## config.mk

```make
export PLATFORM = sky130hd
export DESIGN_NAME = dhc_quant
export DESIGN_NICKNAME = d
export VERILOG_FILES = /design/src/dhc_pkg.sv /design/src/dhc_quant.sv
export SDC_FILE = /design/constraint.sdc
export NUM_CORES = 1
export LEC_CHECK = 0
export BUFFER_PORTS_ARGS = -buffer_cell sky130_fd_sc_hd__buf_2
export CAP_MARGIN = 10
export CELL_PAD_IN_SITES_DETAIL_PLACEMENT = 0
export CELL_PAD_IN_SITES_GLOBAL_PLACEMENT = 1
export CORE_AREA = 10 10 152 154
export DETAILED_ROUTE_END_ITERATION = 16
export DIE_AREA = 0 0 162 164
export PLACE_DENSITY_LB_ADDON = 0.1
export SYNTH_ARGS = -nofsm -noshare
export SYNTH_HDL_FRONTEND = slang
export SYNTH_SLANG_ARGS = --single-unit
```

## constraint.sdc

```tcl
create_clock -name aclk -period 9.6 [get_ports aclk]
set_input_delay 1.44 -clock aclk [delete_from_list [all_inputs] [get_ports aclk]]
set_output_delay 1.44 -clock aclk [all_outputs]
set_load 0.005 [all_outputs]
```

## src/dhc_pkg.sv

```systemverilog
// Shared types, constants and constant tables of the depth hillshade colorizer.
// Used by every module of the block; depends on nothing else.
`default_nettype none

package dhc_pkg;

    // Default widths of the depth and weight fields
    localparam int DEPTH_BITS_DEF = 16;
    localparam int FRAC_BITS_DEF  = 8;

    // Palette layout: sea blues below the coast index, land greens from it up
    localparam int PALETTE_SIZE   = 152;
    localparam int PAL_IDX_BITS   = $clog2(PALETTE_SIZE);
    localparam int SEA_TOP_IDX    = 71;
    localparam int LAND_BASE_IDX  = 72;
    localparam int LAND_SPAN_MAX  = PALETTE_SIZE - 1 - LAND_BASE_IDX;
    localparam int CHAN_BITS      = 8;
    localparam int RGB_BITS       = 3 * CHAN_BITS;

    // Height quantization: quotient by 625 through a reciprocal multiply.
    // Inputs are clamped so that the clamped quotient still saturates the index.
    localparam int QUOT_IN_BITS   = 16;
    localparam int QUOT_BITS      = 7;
    localparam int SEA_CLAMP      = 625 * (SEA_TOP_IDX + 1);
    localparam int LAND_CLAMP     = 625 * (LAND_SPAN_MAX + 1);
    localparam int RECIP_625      = 6711;
    localparam int RECIP_625_BITS = 13;
    localparam int RECIP_625_SHIFT = 22;

    // Slope step: k = floor((m + 75) / 150), m = |slope| / 2^(F-2), clamped
    localparam int SLOPE_MAG_BITS = 14;
    localparam int SLOPE_ROUND    = 75;
    localparam int TANH_STEPS     = 56;
    localparam int TANH_IDX_BITS  = $clog2(TANH_STEPS);
    localparam int SLOPE_CLAMP    = 75 * (2 * TANH_STEPS - 1);
    localparam int RECIP_75       = 3496;
    localparam int RECIP_75_BITS  = 12;
    localparam int RECIP_75_SHIFT = 18;

    // Shade factor magnitude, Q1.8
    localparam int TANH_BITS      = 9;
    localparam int TANH_FULL      = 256;

    typedef logic [CHAN_BITS-1:0] tanh_rom_t [TANH_STEPS];

    localparam tanh_rom_t TANH_Q18 = '{
        8'd0,   8'd16,  8'd32,  8'd47,  8'd63,  8'd77,  8'd92,  8'd105,
        8'd118, 8'd131, 8'd142, 8'd153, 8'd163, 8'd172, 8'd180, 8'd188,
        8'd195, 8'd201, 8'd207, 8'd212, 8'd217, 8'd221, 8'd225, 8'd229,
        8'd232, 8'd234, 8'd237, 8'd239, 8'd241, 8'd243, 8'd244, 8'd246,
        8'd247, 8'd248, 8'd249, 8'd250, 8'd250, 8'd251, 8'd252, 8'd252,
        8'd253, 8'd253, 8'd253, 8'd254, 8'd254, 8'd254, 8'd254, 8'd255,
        8'd255, 8'd255, 8'd255, 8'd255, 8'd255, 8'd255, 8'd255, 8'd255
    };

    // Palette entry: blue in the top byte, green in the middle, red at the bottom
    typedef logic [RGB_BITS-1:0] palette_rom_t [PALETTE_SIZE];

    // Build the palette at elaboration; small quotients use exact reciprocals
    function automatic palette_rom_t build_palette();
        palette_rom_t rom;
        int k;
        int r;
        int g;
        int b;
        for (int i = 0; i < PALETTE_SIZE; i++) begin
            if (i < LAND_BASE_IDX) begin
                k = i;
                r = (8 * k * 13108) >> 16;
                g = (10 * k * 21846) >> 16;
                b = 64 + ((8 * k * 21846) >> 16);
            end else begin
                k = i - LAND_BASE_IDX;
                if (k < 20) begin
                    g = k * 4 + 172;
                    r = (64 * k * 13108) >> 16;
                end else if (k < 60) begin
                    g = 255 - (k - 20) * 4;
                    r = 255 - (k - 20) * 2;
                end else begin
                    g = 92 + (k - 60) * 8;
                    r = 172 + (k - 60) * 4;
                end
                b = (k < 60) ? 0 : (k - 60) * 12;
            end
            rom[i] = {CHAN_BITS'(b), CHAN_BITS'(g), CHAN_BITS'(r)};
        end
        return rom;
    endfunction

    localparam palette_rom_t PALETTE = build_palette();

    // Command from the quantizer to the shading stages
    typedef struct packed {
        logic                    vld;
        logic [PAL_IDX_BITS-1:0] idx;
        logic [TANH_BITS-1:0]    t_mag;
        logic                    t_neg;
    } shade_cmd_t;

endpackage

`default_nettype wire

```

## src/dhc_quant.sv

```systemverilog
// Palette index and shade factor from height and slope (two stages).
// Depends on dhc_pkg for reciprocal constants, the tanh table and shade_cmd_t.
`default_nettype none

module dhc_quant #(
    parameter int DEPTH_BITS = dhc_pkg::DEPTH_BITS_DEF,
    parameter int FRAC_BITS  = dhc_pkg::FRAC_BITS_DEF
) (
    input  logic                                     aclk,
    input  logic                                     aresetn,
    input  logic                                     en,
    input  logic                                     in_vld,
    input  logic signed [DEPTH_BITS+2*FRAC_BITS+1:0] height,
    input  logic        [dhc_pkg::SLOPE_MAG_BITS-1:0] slope_mag,
    input  logic                                     slope_neg,
    output dhc_pkg::shade_cmd_t                      cmd
);

    localparam int HW  = DEPTH_BITS + 2 * FRAC_BITS + 2;
    localparam int QIB = dhc_pkg::QUOT_IN_BITS;
    localparam int QB  = dhc_pkg::QUOT_BITS;
    localparam int QPB = QIB + dhc_pkg::RECIP_625_BITS;
    localparam int MB  = dhc_pkg::SLOPE_MAG_BITS;
    localparam int KB  = dhc_pkg::TANH_IDX_BITS;
    localparam int KPB = (MB - 1) + dhc_pkg::RECIP_75_BITS;
    localparam int IB  = dhc_pkg::PAL_IDX_BITS;
    localparam int TB  = dhc_pkg::TANH_BITS;

    // Stage 3: scale |height| to the quotient input of each branch and clamp
    logic          h_land;
    logic [HW-1:0] h_abs;
    logic [HW+3:0] h_x9;
    logic [HW+3:0] p_sea;
    logic [HW-1:0] p_land;
    logic [QIB-1:0] pc_next;

    assign h_land  = (height > 0);
    assign h_abs   = height[HW-1] ? HW'(-height) : HW'(height);
    assign h_x9    = {h_abs, 3'b000} + (HW+4)'(h_abs);
    assign p_sea   = h_x9 >> (2 * FRAC_BITS + 1);
    assign p_land  = h_abs >> (2 * FRAC_BITS - 4);

    always_comb begin
        if (h_land) begin
            pc_next = (p_land > HW'(dhc_pkg::LAND_CLAMP)) ?
                      QIB'(dhc_pkg::LAND_CLAMP) : p_land[QIB-1:0];
        end else begin
            pc_next = (p_sea > (HW+4)'(dhc_pkg::SEA_CLAMP)) ?
                      QIB'(dhc_pkg::SEA_CLAMP) : p_sea[QIB-1:0];
        end
    end

    // Stage 3: rounded table step, k = floor((m + 75) / 150)
    logic [MB-1:0]  k_num;
    logic [MB-2:0]  k_half;
    logic [KPB-1:0] k_prod;

    assign k_num  = slope_mag + MB'(dhc_pkg::SLOPE_ROUND);
    assign k_half = k_num[MB-1:1];
    assign k_prod = k_half * dhc_pkg::RECIP_75_BITS'(dhc_pkg::RECIP_75);

    logic           v3_reg;
    logic [QIB-1:0] pc_reg;
    logic           land_reg;
    logic [KB-1:0]  k_reg;
    logic           neg3_reg;

    always_ff @(posedge aclk) begin
        if (!aresetn) begin
            v3_reg <= 1'b0;
        end else if (en) begin
            v3_reg <= in_vld;
        end
    end

    always_ff @(posedge aclk) begin
        if (en) begin
            pc_reg   <= pc_next;
            land_reg <= h_land;
            k_reg    <= k_prod[dhc_pkg::RECIP_75_SHIFT +: KB];
            neg3_reg <= slope_neg;
        end
    end

    // Stage 4: quotient by 625, then offset and saturate the palette index
    logic [QPB-1:0] q_prod;
    logic [QB-1:0]  q;
    dhc_pkg::shade_cmd_t cmd_next;
    dhc_pkg::shade_cmd_t cmd_reg;

    assign q_prod = pc_reg * dhc_pkg::RECIP_625_BITS'(dhc_pkg::RECIP_625);
    assign q      = q_prod[dhc_pkg::RECIP_625_SHIFT +: QB];

    always_comb begin
        cmd_next.vld   = v3_reg;
        cmd_next.t_neg = neg3_reg;
        if (land_reg) begin
            cmd_next.idx = (q > QB'(dhc_pkg::LAND_SPAN_MAX)) ?
                           IB'(dhc_pkg::PALETTE_SIZE - 1) :
                           IB'(dhc_pkg::LAND_BASE_IDX) + IB'(q);
        end else begin
            cmd_next.idx = (q > QB'(dhc_pkg::SEA_TOP_IDX)) ?
                           '0 : IB'(dhc_pkg::SEA_TOP_IDX) - IB'(q);
        end
        // Saturate the shade factor past the last table step
        if (k_reg >= KB'(dhc_pkg::TANH_STEPS)) begin
            cmd_next.t_mag = TB'(dhc_pkg::TANH_FULL);
        end else begin
            cmd_next.t_mag = TB'(dhc_pkg::TANH_Q18[k_reg]);
        end
    end

    always_ff @(posedge aclk) begin
        if (!aresetn) begin
            cmd_reg.vld <= 1'b0;
        end else if (en) begin
            cmd_reg <= cmd_next;
        end
    end

    assign cmd = cmd_reg;

    // Index never leaves the palette, factor never exceeds one
    a_idx_range: assert property (@(posedge aclk) disable iff (!aresetn)
        cmd_reg.vld |-> (cmd_reg.idx <= IB'(dhc_pkg::PALETTE_SIZE - 1)))
        else $error("palette index out of range");

    a_tanh_range: assert property (@(posedge aclk) disable iff (!aresetn)
        cmd_reg.vld |-> (cmd_reg.t_mag <= TB'(dhc_pkg::TANH_FULL)))
        else $error("shade factor above one");

endmodule

`default_nettype wire

```

==> impl_metrics.tcl <==
set metrics [dict create \
    yosysTopAreaCell "ha_1" \
    grt_pass1_wl_mm 39.16 \
    die_h_um 164 \
    synth_cells 1154 \
    nets 1557 \
    synthTopCellsByArea "ha_1 (22%), fa_1 (21%), edfxtp_1 (12%), inv_1 (8.8%), xnor2_1 (4.5%)" \
    first_pass_iters 5 \
    synth_top_area_frac 0.2233 \
    wirelength_mm 22.97 \
    p_per_area_nw_per_um2 291.3 \
    place.gp.congestion 0.8856 \
    root_buffer "clkbuf_16" \
    area_growth_syn_to_layout_pct 7.094 \
    hold_class "reg2reg" \
    crit_path_start_kind "flop" \
    cts_htree_levels 2 \
    cp-end-kind "flop" \
    grt_usage 0.1747 \
    drc 0 \
    ctsResizeCount 0 \
    required_ps 9610 \
    ys_ff_latch 44 \
    ys_types 76 \
    path_max_fanout 6 \
    avgSynthCellArea_um2 9.033 \
    slew_violations 0 \
    timing.final.crit_period_ps 7237 \
    detail-route-antenna-nets 0 \
    synth_edf_count 42 \
    cts_tree "yes" \
    io_pins 72 \
    fin_tns_setup_ps 0 \
    rsz0062_at_grt "false" \
    ys_warn_count 0 \
    initial_core_util 0.5202 \
    synth_area_um2 10420 \
    place_hpwl_mm 19.89 \
    drt_iter0_markers 504 \
    clock_skew_ps 11.37 \
    worst_pin_slew_ps 974.4 \
    coreArea_um2 20040 \
    post-route-util 0.5571 \
    maxCapViolCount 0 \
    cts_setup_buffers 0 \
    via_count 7983 \
    vias_per_cell 5.398 \
    yosysMostFrequentCell "inv_1" \
    port_buffers 71 \
    largest_reg_flops 19 \
    setup_viol 0 \
    grt_max_degree 41 \
    p_leak_nw 5.501 \
    synth_nets 1503 \
    cts_made_buffers 5 \
    peakVddDrop_v 0.0001761 \
    async_flop_share 0 \
    cts_buffer_depth 2 \
    fin_crit_sh 0.7539 \
    avgRoutedWirePerCell_um 15.53 \
    hold_viol 0 \
    gr-total-overflow 0 \
    n_antenna_cell 0 \
    cts_num_sinks 44 \
    yosys-top-cells-count "inv_1 (244), ha_1 (186), fa_1 (110)" \
    clk_pin_slew_worst_paths_ps 70 \
    nFillCells 1901 \
    synth_flop_cell "edfxtp_1" \
    relSlewSlack 0.3336 \
    critPathKind "reg2reg" \
    antenna_found_initial 0 \
    ys_seq_area_frac 0.1248 \
    drive_gt1_frac 0.08602 \
    die-area_um2 26570 \
    insertion_delay_ps 300 \
    arrival_ps 7250 \
    hold_buffers 0 \
    fmax_mhz 138.2 \
    dieWidth_um 162 \
    status "finished, final reports clean" \
    core.rowCount 52 \
    grt_pass1_vias 7987 \
]
per-layer routing:
layer  up-vias  GRT usage  wire length [um]  part of all wire
met1      3741     0.2523             11530              0.50
met3        13    0.01727               848             0.037
met4         0    0.03060               220            0.0096
met2       167     0.2804             10380              0.45
li1       4062          -                 -                 -
met5         -          0                 0                 0
metrics by stage:
step / instances / cell area [um2] / hold WS [ps] / power, mW / setup slack, ps
after floorplan: 1154 / 10420 / 400.3 / 2.433 / 3571
after global placement: 1471 / 10990 / 400.4 / 3.041 / 2334
after detailed placement: 1471 / 10990 / 439.1 / 3.053 / 2347
after CTS: 1479 / 11160 / 457.0 / 3.294 / 2306
after global routing: 1479 / 11160 / 465.0 / 3.760 / 1839
final: 1479 / 11160 / 454.0 / 3.252 / 2363
where the power goes:
group	switching, mW	internal [mW]	total (mW)
registers	0.0800	0.315	0.395
clock network	0.0796	0.124	0.203
logic	1.52	1.14	2.65
area by class of cell:
type,count,area (um2),area share
multi-input cells,842,8082,0.7239
flip-flops and latches,44,1301,0.1166
inverters,244,915.9,0.08204
repair buffers,71,355.3,0.03183
well taps,270,337.8,0.03026
clock buffers,5,125.1,0.01121
clock inverters,3,46.29,0.004147
cells by family after synthesis:
| logic type | count (synthesis) | synth area share |
|---|---|---|
| compound gates | 246 | 0.1589 |
| xor+xnor | 76 | 0.06458 |
| fa+ha+maj | 296 | 0.4345 |
| buf+inv | 268 | 0.09987 |
| flops | 44 | 0.1248 |
| mux | 8 | 0.008042 |
| simple gates | 216 | 0.1092 |
worst max-delay path, cell delays in order (launching register included):
cell	delay, ps
edfxtp_1	500
ha_1	420
fa_1	530
inv_1	60
fa_1	520
inv_1	60
fa_1	530
inv_1	50
fa_1	530
inv_1	40
ha_1	310
a211oi_1	280
o211ai_1	240
a2111oi_0	820
o21ai_0	430
a21oi_1	500
o21bai_1	220
o311ai_0	460
a311o_1	310
a31oi_1	140
path summary, 6_finish.rpt:
check	start	endpoint	slack, ps	cells after the start
max	pc_reg[4]	cmd[12]	2360	19
min	neg3_reg	cmd[0]	450	0
max reg2reg	pc_reg[4]	cmd[12]	2360	19
min reg2reg	neg3_reg	cmd[0]	450	0
layout by cell type, fill, tap and decap left out, types with 5 or more instances in the layout:
cell type	instances
a2111oi_0	6
a211oi_1	10
a21o_1	11
a21oi_1	63
a311oi_1	6
a31oi_1	10
and2_1	5
and3_1	11
buf_2	71
clkbuf_16	5
edfxtp_1	42
fa_1	110
ha_1	186
inv_1	244
mux2i_1	5
nand2_1	54
nand2b_1	12
nand3_1	15
nand4_1	7
nor2_1	44
nor2b_1	11
nor3_1	18
nor4_1	5
o21a_1	6
o21ai_0	50
o21bai_1	8
o31ai_1	16
or3_1	7
or4_1	5
xnor2_1	53
xor2_1	22
Note: power is estimated with default switching activity, not from simulation.
