### config.mk
export PLATFORM = sky130hd
export DESIGN_NAME = dhc_interp
export DESIGN_NICKNAME = d
export VERILOG_FILES = /design/src/dhc_pkg.sv /design/src/dhc_interp.sv
export SDC_FILE = /design/constraint.sdc
export NUM_CORES = 2
export LEC_CHECK = 0
export ABC_AREA = 1
export BUFFER_PORTS_ARGS = -buffer_cell sky130_fd_sc_hd__clkbuf_2
export CORE_ASPECT_RATIO = 0.5
export CORE_UTILIZATION = 35
export CTS_BUF_LIST = sky130_fd_sc_hd__clkbuf_8 sky130_fd_sc_hd__clkbuf_16
export DETAILED_ROUTE_END_ITERATION = 6
export HOLD_SLACK_MARGIN = 0.02
export PLACE_DENSITY = 0.62
export RECOVER_POWER = 50
export SYNTH_ARGS = -nofsm -noshare
export SYNTH_HDL_FRONTEND = slang
export SYNTH_SLANG_ARGS = --single-unit
export TNS_END_PERCENT = 50
### constraint.sdc
create_clock -name aclk -period 10.1 [get_ports aclk]
set_clock_uncertainty 0.2 [all_clocks]
set_input_delay 1.515 -clock aclk [delete_from_list [all_inputs] [get_ports aclk]]
set_output_delay 1.515 -clock aclk [all_outputs]
set_load 0.01 [all_outputs]
### src/dhc_pkg.sv
// Shared types, constants and constant tables of the depth hillshade colorizer.
// Used by every module of the block; depends on nothing else.
`default_nettype none

package dhc_pkg;

    // Default widths of the depth and weight fields
    localparam int DEPTH_BITS_DEF = 16;
    localparam int FRAC_BITS_DEF  = 8;

    // Palette layout: sea blues below the coast index, land greens from it up
    localparam int PALETTE_SIZE   = 152;
    localparam int PAL_IDX_BITS   = $clog2(PALETTE_SIZE);
    localparam int SEA_TOP_IDX    = 71;
    localparam int LAND_BASE_IDX  = 72;
    localparam int LAND_SPAN_MAX  = PALETTE_SIZE - 1 - LAND_BASE_IDX;
    localparam int CHAN_BITS      = 8;
    localparam int RGB_BITS       = 3 * CHAN_BITS;

    // Height quantization: quotient by 625 through a reciprocal multiply.
    // Inputs are clamped so that the clamped quotient still saturates the index.
    localparam int QUOT_IN_BITS   = 16;
    localparam int QUOT_BITS      = 7;
    localparam int SEA_CLAMP      = 625 * (SEA_TOP_IDX + 1);
    localparam int LAND_CLAMP     = 625 * (LAND_SPAN_MAX + 1);
    localparam int RECIP_625      = 6711;
    localparam int RECIP_625_BITS = 13;
    localparam int RECIP_625_SHIFT = 22;

    // Slope step: k = floor((m + 75) / 150), m = |slope| / 2^(F-2), clamped
    localparam int SLOPE_MAG_BITS = 14;
    localparam int SLOPE_ROUND    = 75;
    localparam int TANH_STEPS     = 56;
    localparam int TANH_IDX_BITS  = $clog2(TANH_STEPS);
    localparam int SLOPE_CLAMP    = 75 * (2 * TANH_STEPS - 1);
    localparam int RECIP_75       = 3496;
    localparam int RECIP_75_BITS  = 12;
    localparam int RECIP_75_SHIFT = 18;

    // Shade factor magnitude, Q1.8
    localparam int TANH_BITS      = 9;
    localparam int TANH_FULL      = 256;

    typedef logic [CHAN_BITS-1:0] tanh_rom_t [TANH_STEPS];

    localparam tanh_rom_t TANH_Q18 = '{
        8'd0,   8'd16,  8'd32,  8'd47,  8'd63,  8'd77,  8'd92,  8'd105,
        8'd118, 8'd131, 8'd142, 8'd153, 8'd163, 8'd172, 8'd180, 8'd188,
        8'd195, 8'd201, 8'd207, 8'd212, 8'd217, 8'd221, 8'd225, 8'd229,
        8'd232, 8'd234, 8'd237, 8'd239, 8'd241, 8'd243, 8'd244, 8'd246,
        8'd247, 8'd248, 8'd249, 8'd250, 8'd250, 8'd251, 8'd252, 8'd252,
        8'd253, 8'd253, 8'd253, 8'd254, 8'd254, 8'd254, 8'd254, 8'd255,
        8'd255, 8'd255, 8'd255, 8'd255, 8'd255, 8'd255, 8'd255, 8'd255
    };

    // Palette entry: blue in the top byte, green in the middle, red at the bottom
    typedef logic [RGB_BITS-1:0] palette_rom_t [PALETTE_SIZE];

    // Build the palette at elaboration; small quotients use exact reciprocals
    function automatic palette_rom_t build_palette();
        palette_rom_t rom;
        int k;
        int r;
        int g;
        int b;
        for (int i = 0; i < PALETTE_SIZE; i++) begin
            if (i < LAND_BASE_IDX) begin
                k = i;
                r = (8 * k * 13108) >> 16;
                g = (10 * k * 21846) >> 16;
                b = 64 + ((8 * k * 21846) >> 16);
            end else begin
                k = i - LAND_BASE_IDX;
                if (k < 20) begin
                    g = k * 4 + 172;
                    r = (64 * k * 13108) >> 16;
                end else if (k < 60) begin
                    g = 255 - (k - 20) * 4;
                    r = 255 - (k - 20) * 2;
                end else begin
                    g = 92 + (k - 60) * 8;
                    r = 172 + (k - 60) * 4;
                end
                b = (k < 60) ? 0 : (k - 60) * 12;
            end
            rom[i] = {CHAN_BITS'(b), CHAN_BITS'(g), CHAN_BITS'(r)};
        end
        return rom;
    endfunction

    localparam palette_rom_t PALETTE = build_palette();

    // Command from the quantizer to the shading stages
    typedef struct packed {
        logic                    vld;
        logic [PAL_IDX_BITS-1:0] idx;
        logic [TANH_BITS-1:0]    t_mag;
        logic                    t_neg;
    } shade_cmd_t;

endpackage

`default_nettype wire

### src/dhc_interp.sv
// Bilinear interpolation of height and slope sum over one cell (two stages).
// Depends on dhc_pkg for default widths and the slope clamp.
`default_nettype none

module dhc_interp #(
    parameter int DEPTH_BITS = dhc_pkg::DEPTH_BITS_DEF,
    parameter int FRAC_BITS  = dhc_pkg::FRAC_BITS_DEF
) (
    input  logic                                    aclk,
    input  logic                                    aresetn,
    input  logic                                    en,
    input  logic                                    in_vld,
    input  logic signed [DEPTH_BITS-1:0]            depth_top_left,
    input  logic signed [DEPTH_BITS-1:0]            depth_top_right,
    input  logic signed [DEPTH_BITS-1:0]            depth_bottom_left,
    input  logic signed [DEPTH_BITS-1:0]            depth_bottom_right,
    input  logic        [FRAC_BITS:0]               frac_x,
    input  logic        [FRAC_BITS:0]               frac_y,
    output logic                                    out_vld,
    output logic signed [DEPTH_BITS+2*FRAC_BITS+1:0] height,
    output logic        [dhc_pkg::SLOPE_MAG_BITS-1:0] slope_mag,
    output logic                                    slope_neg
);

    localparam int RW  = DEPTH_BITS + FRAC_BITS + 1;
    localparam int PW  = DEPTH_BITS + FRAC_BITS + 2;
    localparam int SW  = DEPTH_BITS + FRAC_BITS + 3;
    localparam int HW  = DEPTH_BITS + 2 * FRAC_BITS + 2;
    localparam int HPW = RW + FRAC_BITS + 2;
    localparam int MB  = dhc_pkg::SLOPE_MAG_BITS;
    localparam logic [FRAC_BITS:0] ONE = {1'b1, {FRAC_BITS{1'b0}}};

    // Saturate weights above one and form both sides of each weight pair
    logic [FRAC_BITS:0]          fx_sat;
    logic [FRAC_BITS:0]          fy_sat;
    logic signed [FRAC_BITS+1:0] wx0;
    logic signed [FRAC_BITS+1:0] wx1;
    logic signed [FRAC_BITS+1:0] wy0;
    logic signed [FRAC_BITS+1:0] wy1;

    assign fx_sat = (frac_x > ONE) ? ONE : frac_x;
    assign fy_sat = (frac_y > ONE) ? ONE : frac_y;
    assign wx1    = signed'({1'b0, fx_sat});
    assign wx0    = signed'({1'b0, ONE - fx_sat});
    assign wy1    = signed'({1'b0, fy_sat});
    assign wy0    = signed'({1'b0, ONE - fy_sat});

    // Stage 1: blend each row across x
    logic signed [PW-1:0] p_tl;
    logic signed [PW-1:0] p_tr;
    logic signed [PW-1:0] p_bl;
    logic signed [PW-1:0] p_br;
    logic signed [PW-1:0] top_sum;
    logic signed [PW-1:0] bot_sum;

    assign p_tl    = depth_top_left * wx0;
    assign p_tr    = depth_top_right * wx1;
    assign p_bl    = depth_bottom_left * wx0;
    assign p_br    = depth_bottom_right * wx1;
    assign top_sum = p_tl + p_tr;
    assign bot_sum = p_bl + p_br;

    // Stage 1: slope sum from the edge differences
    logic signed [DEPTH_BITS:0] d_h0;
    logic signed [DEPTH_BITS:0] d_h1;
    logic signed [DEPTH_BITS:0] d_v0;
    logic signed [DEPTH_BITS:0] d_v1;
    logic signed [SW-1:0]       q0;
    logic signed [SW-1:0]       q1;
    logic signed [SW-1:0]       q2;
    logic signed [SW-1:0]       q3;
    logic signed [SW-1:0]       slope_next;

    assign d_h0       = depth_top_left - depth_top_right;
    assign d_h1       = depth_bottom_left - depth_bottom_right;
    assign d_v0       = depth_top_left - depth_bottom_left;
    assign d_v1       = depth_top_right - depth_bottom_right;
    assign q0         = d_h0 * wy0;
    assign q1         = d_h1 * wy1;
    assign q2         = d_v0 * wx0;
    assign q3         = d_v1 * wx1;
    assign slope_next = q0 + q1 - q2 - q3;

    logic                        v1_reg;
    logic signed [RW-1:0]        top_reg;
    logic signed [RW-1:0]        bot_reg;
    logic signed [FRAC_BITS+1:0] wy0_reg;
    logic signed [FRAC_BITS+1:0] wy1_reg;
    logic signed [SW-1:0]        slope_reg;

    always_ff @(posedge aclk) begin
        if (!aresetn) begin
            v1_reg <= 1'b0;
        end else if (en) begin
            v1_reg <= in_vld;
        end
    end

    always_ff @(posedge aclk) begin
        if (en) begin
            top_reg   <= top_sum[RW-1:0];
            bot_reg   <= bot_sum[RW-1:0];
            wy0_reg   <= wy0;
            wy1_reg   <= wy1;
            slope_reg <= slope_next;
        end
    end

    // Stage 2: blend rows across y and negate to get height
    logic signed [HPW-1:0] ph_top;
    logic signed [HPW-1:0] ph_bot;
    logic signed [HPW-1:0] h_sum;
    logic signed [HPW-1:0] h_neg;

    assign ph_top = top_reg * wy0_reg;
    assign ph_bot = bot_reg * wy1_reg;
    assign h_sum  = ph_top + ph_bot;
    assign h_neg  = -h_sum;

    // Stage 2: slope magnitude in steps of 2^(F-2), clamped past the table end
    logic [SW-1:0] s_abs;
    logic [SW-1:0] s_shift;
    logic [MB-1:0] s_mag_next;

    assign s_abs      = slope_reg[SW-1] ? SW'(-slope_reg) : SW'(slope_reg);
    assign s_shift    = s_abs >> (FRAC_BITS - 2);
    assign s_mag_next = (s_shift > SW'(dhc_pkg::SLOPE_CLAMP)) ?
                        MB'(dhc_pkg::SLOPE_CLAMP) : s_shift[MB-1:0];

    logic                 v2_reg;
    logic signed [HW-1:0] height_reg;
    logic [MB-1:0]        s_mag_reg;
    logic                 s_neg_reg;

    always_ff @(posedge aclk) begin
        if (!aresetn) begin
            v2_reg <= 1'b0;
        end else if (en) begin
            v2_reg <= v1_reg;
        end
    end

    always_ff @(posedge aclk) begin
        if (en) begin
            height_reg <= h_neg[HW-1:0];
            s_mag_reg  <= s_mag_next;
            s_neg_reg  <= slope_reg[SW-1];
        end
    end

    assign out_vld   = v2_reg;
    assign height    = height_reg;
    assign slope_mag = s_mag_reg;
    assign slope_neg = s_neg_reg;

endmodule

`default_nettype wire

==> results by group <==
Outcome
  – Outcome: finished with violations
  – Failing checks: design-rule violations, max-capacitance violations, max-slew violations

Detailed routing
  – DRC: 2
  – Detail Route Antenna Nets: 0
  – WL/cell: 18.9 um
  – Vias: 50500
  – Drt total wl: 204000 um
  – Starting DRC count in detailed routing: 3796
  – Vias per inst: 4.68
  – Initial DRT Pass Iterations: 7

STA
  – Final hold violation count: 0
  – RSZ-0062 raised after global routing: false
  – Slew Limit Fails: 253
  – Maximum clock rate: 0.102 GHz
  – Slew HR: -243%
  – Slew @ Worst Pin: 5.15 ns
  – Setup WS post-layout: 0.338 ns
  – Final min period: 9.76 ns
  – Final period util: 96.7%
  – Setup Viol. Count Final: 0

Critical path
  – CP peak stage delay: 0.54 ns
  – CP Depth: 40
  – Setup Crit Path Kind: primary input to flip-flop
  – Crit start category: primary input
  – Endpoint type of the worst setup path: flip-flop
  – CP max-delay cell: fa_1
  – Worst Path Required: 10.19 ns
  – Worst flop-to-flop path endpoint: height[33]
  – CP arrival: 9.85 ns
  – Cell mode on critical path: fa_1
  – Setup slack, reg-to-reg: 1.85 ns
  – Crit Reg-Reg Startpoint: wy1_reg[0]
  – Worst setup startpoint: depth_top_right[0]
  – CP top delay family: adder cells
  – WP buf/inv: 10
  – Worst R2R Path Depth: 21
  – CP Max Fanout: 5

Placed design
  – HPWL Detailed: 181000 um
  – Place WS: -0.266 ns
  – GP Congestion: 0.968
  – IO buf count: 135

Clock network
  – Clk Latency, worst-skew pair: 0.52 ns
  – CTS tree: built
  – Root Buffer: clkbuf_16
  – Htree depth: 4
  – Sink Count: 145
  – Clock buffer depth: 2
  – Hold_buf cts: 0
  – CTS buffer count: 17
  – Reg clk slew, reported paths: 0.08 ns
  – Post-CTS setup buffer count: 0

Cells and area
  – Register area: 0.00433 mm2
  – # fillers: 19800
  – Nets@finish: 10500
  – Final Util: 38.5%
  – Share of layout cells above drive strength 1: 7.26%
  – Area Overhead vs Synth: 9.24%
  – Max FFs per register: 34
  – Area taken by multi-input logic gates: 0.0542 mm2

Synthesis
  – Syn_nets: 10200
  – Syn Std Cell Area: 0.0681 mm2
  – Dominant synthesized flop cell: edfxtp_1
  – Post-synth top cells: inv_1, fa_1, nand2_1
  – Synth area leaders: fa_1, inv_1, ha_1, nand2_1, edfxtp_1
  – Post-synthesis sequential element count: 145
  – Yosys top cell area share: 48.6%
  – Post-synth top area cell: fa_1
  – Cell count after synthesis: 7909
  – Syn Area/Cell: 8.61 um2
  – Post-synth EDFFs: 143
  – Post-synth cell types: 57
  – Cell with the most instances after synthesis: inv_1
  – Total of warnings raised by yosys: 0
  – Sequential element share of the synthesized area: 6.37%
  – Synth async-reset ratio: 0%

Floorplanning
  – FP Rows: 114
  – Full die area: 0.196 mm2
  – Io pins: 136
  – Die Span Y: 314 um
  – Initial Util: 35.2%
  – Die W: 626 um
  – Core area: 0.193 mm2

Global routing
  – Initial antenna violation count: 5
  – Largest net degree at the start of global routing: 88
  – Vias in the first global route: 52400
  – First-pass GRT wire length: 314000 um
  – Grt total ovfl: 0
  – All-layer global routing usage: 21.3%

Hold path
  – Hold Crit Start: v1_reg
  – Hold Path End: out_vld
  – Worst min path class: flip-flop to flip-flop
  – WHS Path Cells: 2

Job
  – Max_cap viols: 5
-- metal layers --
metal	vias to the layer above	GRT usage, %	part of all wire [%]
met5	-	0	0.016
met2	1600	33.0	44
met3	215	4.28	8.4
met1	25500	30.2	44
li1	23200	-	-
met4	6	6.14	3.3
-- worst max-delay path by stage --
stage,endpoint
2_1_floorplan,slope_reg[25]
3_3_place_gp,slope_reg[26]
3_5_place_dp,slope_reg[26]
4_1_cts,slope_reg[24]
5_1_grt,slope_reg[25]
6_report,slope_reg[24]
-- cell families after synthesis --
logic type / synth area share (%)
adder cells (fa/ha/maj): 59.5
XOR/XNOR: 2.69
buffers and inverters: 14.0
AND/OR/NAND/NOR: 14.3
AO/OA/AOI/OAI: 3.07
flip-flops: 6.37
-- final cells by class --
type | instances | area share [%]
antenna | 1 | 0.00337
clock buffer | 17 | 0.572
clock inverter | 15 | 0.231
inverter | 2265 | 11.4
multi-input combinational | 5248 | 72.9
sequential | 145 | 5.83
tap | 2610 | 4.39
timing repair buffer | 493 | 4.60
-- stage by stage --
stage               instances  instance area, um2  hold WS [ns]  TNS, ns
detailed placement      10800               73800         0.280    -1.19
finish                  10800               74400         0.288        0
floorplan                7909               68100         0.248        0
global route            10800               74400         0.329        0
CTS                     10800               74400         0.295        0
global placement        10800               73800         0.280   -0.736
-- tightest hold or removal path: stages, from the launching register on --
cell	delay, ns
dfxtp_1	0.31
nor2_1	0.09
nor2_1	0.05
-- placed cells by master, fill, tap and decap left out, drive strengths merged, types with 4 or more instances in the layout --
cell type | synthesis | routed
a21boi | 10 | 10
a21o | 22 | 22
a21oi | 180 | 180
a221oi | 4 | 4
a31oi | 11 | 11
buf | 65 | 346
clkbuf | 186 | 164
clkinv | 13 | 16
edfxtp | 143 | 143
fa | 1654 | 1654
ha | 592 | 592
inv | 2252 | 2261
nand2 | 1558 | 1558
nand3 | 121 | 121
nand3b | 17 | 17
nand4 | 24 | 24
nor2 | 638 | 638
nor3 | 28 | 28
nor4 | 7 | 7
o211ai | 6 | 6
o21a | 12 | 12
o21ai | 71 | 71
o21bai | 17 | 17
o221ai | 4 | 4
o31ai | 5 | 5
or2 | 50 | 50
xnor2 | 90 | 90
xor2 | 114 | 114
-- what timing repair did --
| action | CTS | global route |
|---|---|---|
| resized for setup | 0 | 15 |
| setup endpoints to repair | 0 | 6 |
| hold endpoints to repair | 0 | 0 |
Power is not shown: default switching activity piles up to over one toggle a cycle in this logic, so the estimate is an artifact.
